**src/hw/rtl/pmqm_pkg.sv**
```systemverilog
// shared types and constants for the port message queue manager
// no dependencies
package pmqm_pkg;

    localparam int NUM_PORTS_DEF = 16;
    localparam int NUM_SLOTS_DEF = 64;
    localparam int MAX_BYTES_DEF = 8;

    typedef enum logic [2:0] {
        KIND_CREATE  = 3'd0,
        KIND_DESTROY = 3'd1,
        KIND_SEND    = 3'd2,
        KIND_RECV    = 3'd3,
        KIND_RECV_TY = 3'd4,
        KIND_NOTIFY  = 3'd5
    } kind_t;

    typedef enum logic [2:0] {
        ST_OK        = 3'd0,
        ST_NO_PORT   = 3'd1,
        ST_TOO_LARGE = 3'd2,
        ST_NO_SLOT   = 3'd3,
        ST_NO_MSG    = 3'd4
    } status_t;

    // one transaction as queued between front and back
    typedef struct packed {
        logic [2:0]  kind;
        logic [15:0] target_port;
        logic [15:0] source_port;
        logic [31:0] message_type;
        logic [15:0] byte_count;
        logic [63:0] payload_word;
        logic        notify_enable;
    } cmd_t;

    function automatic logic [15:0] bump(input logic [15:0] c);
        logic [15:0] r;
        r = (c == 16'hFFFF) ? 16'd1 : c + 16'd1;
        return r;
    endfunction

endpackage

```
**src/hw/rtl/pmqm_front.sv**
```systemverilog
// front end: takes command transactions into a short queue
// depends on pmqm_pkg
module pmqm_front
    import pmqm_pkg::*;
(
    input  logic clk,
    input  logic rst_n,
    input  logic start,
    input  cmd_t cmd_in,
    output logic busy,
    input  logic take,
    output logic avail,
    output cmd_t cmd_out
);

    // two entry queue
    cmd_t       q_reg [2];
    logic [1:0] cnt_reg;
    logic       rd_reg;
    logic       wr_reg;

    logic push;
    logic pop;

    assign push    = start && !busy;
    assign pop     = take && avail;
    assign avail   = cnt_reg != 2'd0;
    assign busy    = cnt_reg == 2'd2;
    assign cmd_out = q_reg[rd_reg];

    always_ff @(posedge clk or negedge rst_n)
    begin
        if (!rst_n)
        begin
            cnt_reg <= 2'd0;
            rd_reg  <= 1'b0;
            wr_reg  <= 1'b0;
        end
        else
        begin
            if (push)
            begin
                q_reg[wr_reg] <= cmd_in;
                wr_reg        <= ~wr_reg;
            end
            if (pop)
                rd_reg <= ~rd_reg;
            cnt_reg <= cnt_reg + {1'b0, push} - {1'b0, pop};
        end
    end

endmodule

```
**config.mk**
```make
export PLATFORM = sky130hd
export DESIGN_NAME = pmqm_front
export DESIGN_NICKNAME = d
export VERILOG_FILES = /design/src/hw/rtl/pmqm_pkg.sv /design/src/hw/rtl/pmqm_front.sv
export SDC_FILE = /design/constraint.sdc
export NUM_CORES = 1
export LEC_CHECK = 0
export ABC_AREA = 1
export BUFFER_PORTS_ARGS = -buffer_cell sky130_fd_sc_hd__buf_4
export CAP_MARGIN = 5
export CORE_UTILIZATION = 47
export DETAILED_ROUTE_END_ITERATION = 6
export PLACE_DENSITY_LB_ADDON = 0.12
export SETUP_SLACK_MARGIN = 0.2
export SKIP_CTS_REPAIR_TIMING = 1
export SLEW_MARGIN = 30
export SYNTH_ARGS = -nofsm -noshare
export SYNTH_HDL_FRONTEND = slang
export SYNTH_SLANG_ARGS = --single-unit
```
**constraint.sdc**
```tcl
create_clock -name clk -period 6.9 [get_ports clk]
set_input_delay 1.38 -clock clk [delete_from_list [all_inputs] [get_ports clk]]
set_output_delay 1.38 -clock clk [all_outputs]
set_load 0.01 [all_outputs]
```
==> summary.txt, run 1 <==
Clock network
  – Max clock buf depth: 3
  – Clock-pin slew of the registers on the worst-case setup and hold paths: 0.06 ns
  – H-tree depth: 1
  – Clock root cell: clkbuf_16
  – Sink Count: 300
  – Inserted Clock Buffers: 31
  – CTS tree: built
  – Later-pin clock latency in the skew report: 0.54 ns

Setup path
  – Crit path arrival time: 2.88 ns
  – Reg2reg start: cnt_reg[1]
  – Critical Path End Type: output port
  – Largest stage delay, worst path: 0.70 ns
  – Critical-path top delay cell: dfrtp_4
  – Setup Crit Path Kind: flop to output port
  – FF-to-FF path depth: 5
  – Critical Path RT: 5.52 ns
  – Crit-path max FO: 93
  – CP Buf/Inv Count: 3
  – CP delay by family, top: buffers and inverters
  – Crit start category: flop
  – Capture point of the worst reg-to-reg path: q_reg[1][77]
  – Reg2reg setup slack: 4.40 ns
  – Crit path cell chain: inv_6 -> buf_4 -> nand2_1 -> nand2_1 -> buf_4

Drt
  – TritonRoute pass-1 iters: 5
  – Routed wire length per instance: 15.6 um
  – Met1 wire length: 9370 um
  – Initial drt markers: 443
  – Highest routed layer: met4
  – Via density: 4.65
  – Antenna-violating nets left: 0
  – Met2 routed WL: 10800 um
  – Total wire length: 22700 um
  – Residual DRC: 0
  – DR vias: 6759
  – WL met3: 2110 um

Power and ir drop
  – Sw frac: 31.4%
  – Comb power frac: 31.7%
  – Clock network fraction of total power: 26.4%
  – Switch Pwr: 0.00177 W
  – Static Leak: 6.12 nW
  – Overall power: 0.00563 W
  – Maximum vdd drop: 281 uV
  – Pint: 0.00386 W
  – PD cells: 389 nW/um^2
  – Share of power burned in registers: 41.9%

Synthesis
  – Syn. warnings: 0
  – Mapped Area: 11100 um^2
  – Yosys reg bits: 300
  – Post-synthesis sequential area ratio: 81.3%
  – Synth Instances: 808
  – Netlist cell types: 12
  – Syn Area/Cell: 13.7 um^2
  – Syn_nets: 962

Layout
  – Finished Layout Cells: 1454
  – Nets: 1271
  – Most frequent cells in the layout: nand2_1 (457), buf_4 (305), edfxtp_1 (296)
  – Max reg flops: 296
  – Commonest non-fill, non-tap cell in the layout: nand2_1
  – Layout cell share with drive strength beyond 1: 30.8%
  – Final Cell Area: 14500 um^2
  – Area added between synthesis and finish: 30.9%

Timing
  – RSZ-0062 raised after global routing: no
  – Setup ws final: 2.64 ns
  – Crit path time final: 4.26 ns
  – Final setup fails: 0
  – Final setup TNS: 0 ns
  – Worst-margin pin slew: 0.848 ns
  – Rel. slew slack: 43.3%
  – Tcrit/Tclk final: 61.8%
  – Clock Skew: 0.0182 ns
  – F_max: 0.235 GHz
  – Final Max Slew Viols: 0
  – Hold Fails Final Rpt: 0

Status
  – Status: complete, no violations

Floorplanning
  – Row count: 55
  – Core area: 22800 um^2
  – Die area: 24100 um^2
  – Initial Util: 48.4%
  – Chip Height: 155 um
  – I/O pin count: 302
  – Die width: 155 um

Placed design
  – Pre-CTS setup slack: 3.12 ns
  – Cells after DPL: 1396
  – HPWL after DPL: 14300 um
  – Port Buffers: 301
  – Routability cong.: 0.751
  – Post-placement cell area: 13500 um^2

Global routing
  – Initial antenna violation count: 1
  – Vias in the first global route: 6431
  – Largest net degree at the start of global routing: 94
  – GRT overflow: 0
  – GR Util All Layers: 18.5%
  – Global-route wire length before repair: 34500 um

Worst hold path
  – Hold path startpoint: cnt_reg[0]
  – Worst min-delay path class: flop to flop
  – Hold path depth: 1
  – Worst-case hold path end point: cnt_reg[0]

Run
  – Max Cap Viol: 0
[routing by layer]
layer	vias to the layer above	GRT usage [%]
met2	260	29.7
met4	0	5.04
met1	3127	24.1
met3	33	6.07
li1	3339	-
met5	-	0
[Yosys cell counts (all sizes together)]
cell	n	area, um^2
nand2	457	1720
dfrtp	4	100
nor2	2	7.51
edfxtp	296	8890
buf	33	260
inv	10	40.0
nand3	4	20.0
ha	2	25.0
[worst max path at each step]
stage	depth (start not counted)	slack (ns)	startpoint	end
floorplan	2	1.12	start	q_reg[0][0]
global placement	5	2.62	rd_reg	cmd_out[73]
detailed placement	5	3.12	rd_reg	cmd_out[73]
CTS	5	2.55	rd_reg	cmd_out[73]
global route	5	2.40	rd_reg	cmd_out[70]
finish	5	2.64	rd_reg	cmd_out[73]
[cells by family (layout without fill, tap and decap cells)]
kind of cell,count (synthesis),count (layout),share of synthesized area (%)
buffers and inverters,43,375,2.72
adder cells (fa/ha/maj),2,2,0.226
flip-flops,300,300,81.3
other,0,1,0
AND/OR/NAND/NOR,463,463,15.8
[power groups by stage]
stage	Clock (W)	Sequential (W)	Combinational, W
5_1_grt	0.00159	0.00238	0.00197
3_5_place_dp	0	0.00240	0.00182
4_1_cts	0.00152	0.00236	0.00182
3_3_place_gp	0	0.00244	0.00175
6_report	0.00149	0.00236	0.00179
2_1_floorplan	0	0.00237	0.00100
[final cells by class]
cell class,count,area [um^2]
inverters,10,42.5
well taps,313,392
clock buffers,41,813
repair buffers,309,2350
clock inverters,15,92.6
multi-input cells,465,1780
diodes,1,2.50
fillers,1778,8380
flip-flops and latches,300,8990
[stage by stage]
step	util, %	hold slack (ns)
final	63.3	0.507
after global routing	63.3	0.521
after CTS	63.2	0.515
after detailed placement	59.3	0.496
after global placement	59.1	0.489
after floorplan	-	0.464
Power figures use the tool's default switching activity.
==> run 2: changes to the inputs <==
Clock period 6.9 ns to 3.5 ns, I/O delays scaled along.
==> summary.txt, run 2 (synthesis results as in run 1) <==
Timing
  – Final setup TNS: 0 ns
  – F_max: 0.374 GHz
  – Hold Fails Final Rpt: 0
  – Setup ws final: 0.824 ns
  – Tcrit/Tclk final: 76.5%
  – Final setup fails: 0
  – Worst-margin pin slew: 0.503 ns
  – Final Max Slew Viols: 0
  – RSZ-0062 raised after global routing: no
  – Rel. slew slack: 66.4%
  – Clock Skew: 0.00928 ns
  – Crit path time final: 2.68 ns

Placed design
  – Post-placement cell area: 13600 um^2
  – HPWL after DPL: 14400 um
  – Port Buffers: 301
  – Cells after DPL: 1397
  – Pre-CTS setup slack: 1.29 ns
  – Routability cong.: 0.740

Layout
  – Area of the multi-input gates: 1810 um^2
  – Diode count: 0
  – Most frequent cells in the layout: nand2_1 (457), buf_4 (302), edfxtp_1 (296)
  – Area added between synthesis and finish: 32.2%
  – Sequential Area: 8990 um^2
  – Layout cell share with drive strength beyond 1: 31.1%
  – Max reg flops: 296
  – Core Util, Final: 64.0%
  – Final Cell Area: 14600 um^2
  – Nets: 1272
  – Fillers: 1709
  – Finished Layout Cells: 1453
  – Commonest non-fill, non-tap cell in the layout: nand2_1

Setup path
  – Critical Path End Type: output port
  – CP Buf/Inv Count: 2
  – Capture point of the worst reg-to-reg path: q_reg[1][86]
  – Critical Path End: cmd_out[118]
  – Crit path cell chain: buf_12 -> nand2_1 -> nand2_1 -> buf_4
  – FF-to-FF path depth: 4
  – Reg2reg start: cnt_reg[1]
  – Reg2reg setup slack: 1.50 ns
  – Crit-path max FO: 100
  – Critical-path top delay cell: dfrtp_4
  – CP Depth: 4
  – CP delay by family, top: flip-flops
  – Crit path arrival time: 1.98 ns
  – Critical Path Start: rd_reg
  – Cell mode on critical path: nand2_1
  – Largest stage delay, worst path: 0.59 ns
  – Crit start category: flop
  – Critical Path RT: 2.80 ns
  – Setup Crit Path Kind: flop to output port

Clock network
  – Clock-pin slew of the registers on the worst-case setup and hold paths: 0.06 ns
  – H-tree depth: 1
  – Clock root cell: clkbuf_16
  – Inserted Clock Buffers: 31
  – Max clock buf depth: 3
  – Sink Count: 300
  – Later-pin clock latency in the skew report: 0.53 ns
  – CTS tree: built

Power and ir drop
  – Switch Pwr: 0.00355 W
  – Clock network fraction of total power: 27.3%
  – Maximum vdd drop: 662 uV
  – PD cells: 777 nW/um^2
  – Sw frac: 31.2%
  – Comb power frac: 32.2%
  – Static Leak: 6.17 nW
  – Share of power burned in registers: 40.5%
  – Pint: 0.00781 W

Floorplanning
  – Row count: 55
  – Die width: 155 um
  – I/O pin count: 302
  – Chip Height: 155 um
  – Die area: 24100 um^2
  – Initial Util: 48.4%
  – Core area: 22800 um^2

Global routing
  – GR Util All Layers: 18.5%
  – Global-route wire length before repair: 34100 um
  – GRT overflow: 0
  – Largest net degree at the start of global routing: 101
  – Vias in the first global route: 6410
  – Initial antenna violation count: 0

Drt
  – Total wire length: 23000 um
  – Antenna-violating nets left: 0
  – DR vias: 6728
  – Via density: 4.63
  – Residual DRC: 0
  – Initial drt markers: 351
  – Routed wire length per instance: 15.8 um
  – TritonRoute pass-1 iters: 6

Status
  – Status: complete, no violations

Run
  – Max Cap Viol: 0

Worst hold path
  – Worst min-delay path class: input port to flop
[run 2: cell types whose count changed in the layout (fill, tap and decap cells not counted), moves of 2 or more]
cell / change
nand3_1: -2
bufinv_16: +2
buf_4: -3
buf_12: +5
clkbuf_1: -3
nand3_4: +2
buf_6: -2
clkinv_2: -3
[run 2: through the flow]
step | hold slack, ns | total power, W
4_1_cts | -0.0675 | 0.0115
2_1_floorplan | 0.404 | 0.00663
3_3_place_gp | 0.504 | 0.00837
3_5_place_dp | 0.493 | 0.00840
6_report | 0.346 | 0.0114
5_1_grt | 0.324 | 0.0120
[run 2: layout make-up]
cell class	instances	share of cell area (%)
multi-input cells	465	12.4
clock buffers	38	5.49
repair buffers	310	16.5
clock inverters	17	1.11
inverters	10	0.274
well taps	313	2.68
flip-flops and latches	300	61.5
[run 2: worst min-delay path by stage]
stage                        end  slack, ns  startpoint  cells past startpoint
detailed placement    cnt_reg[0]       0.49  cnt_reg[0]                      1
global route        q_reg[0][12]       0.32  cmd_in[12]                      1
global placement          wr_reg       0.50       rst_n                      1
CTS                       rd_reg      -0.07       rst_n                      1
floorplan             cnt_reg[0]       0.40       rst_n                      0
finish              q_reg[0][45]       0.35  cmd_in[45]                      1
[run 2: power groups by stage]
stage	clock, W	combinational [W]	sequential [W]
6_report	0.00310	0.00366	0.00460
3_3_place_gp	0	0.00370	0.00466
2_1_floorplan	0	0.00199	0.00464
5_1_grt	0.00330	0.00402	0.00464
3_5_place_dp	0	0.00373	0.00467
4_1_cts	0.00317	0.00374	0.00460
[run 2: per-layer routing]
| metal | GRT usage [%] | routed length (um) | vias to the layer above |
|---|---|---|---|
| li1 | - | - | 3346 |
| met1 | 22.6 | 9110 | 3131 |
| met2 | 31.3 | 11300 | 229 |
| met3 | 6.71 | 2220 | 22 |
| met4 | 4.15 | 308 | 0 |
| met5 | 0 | 0 | - |
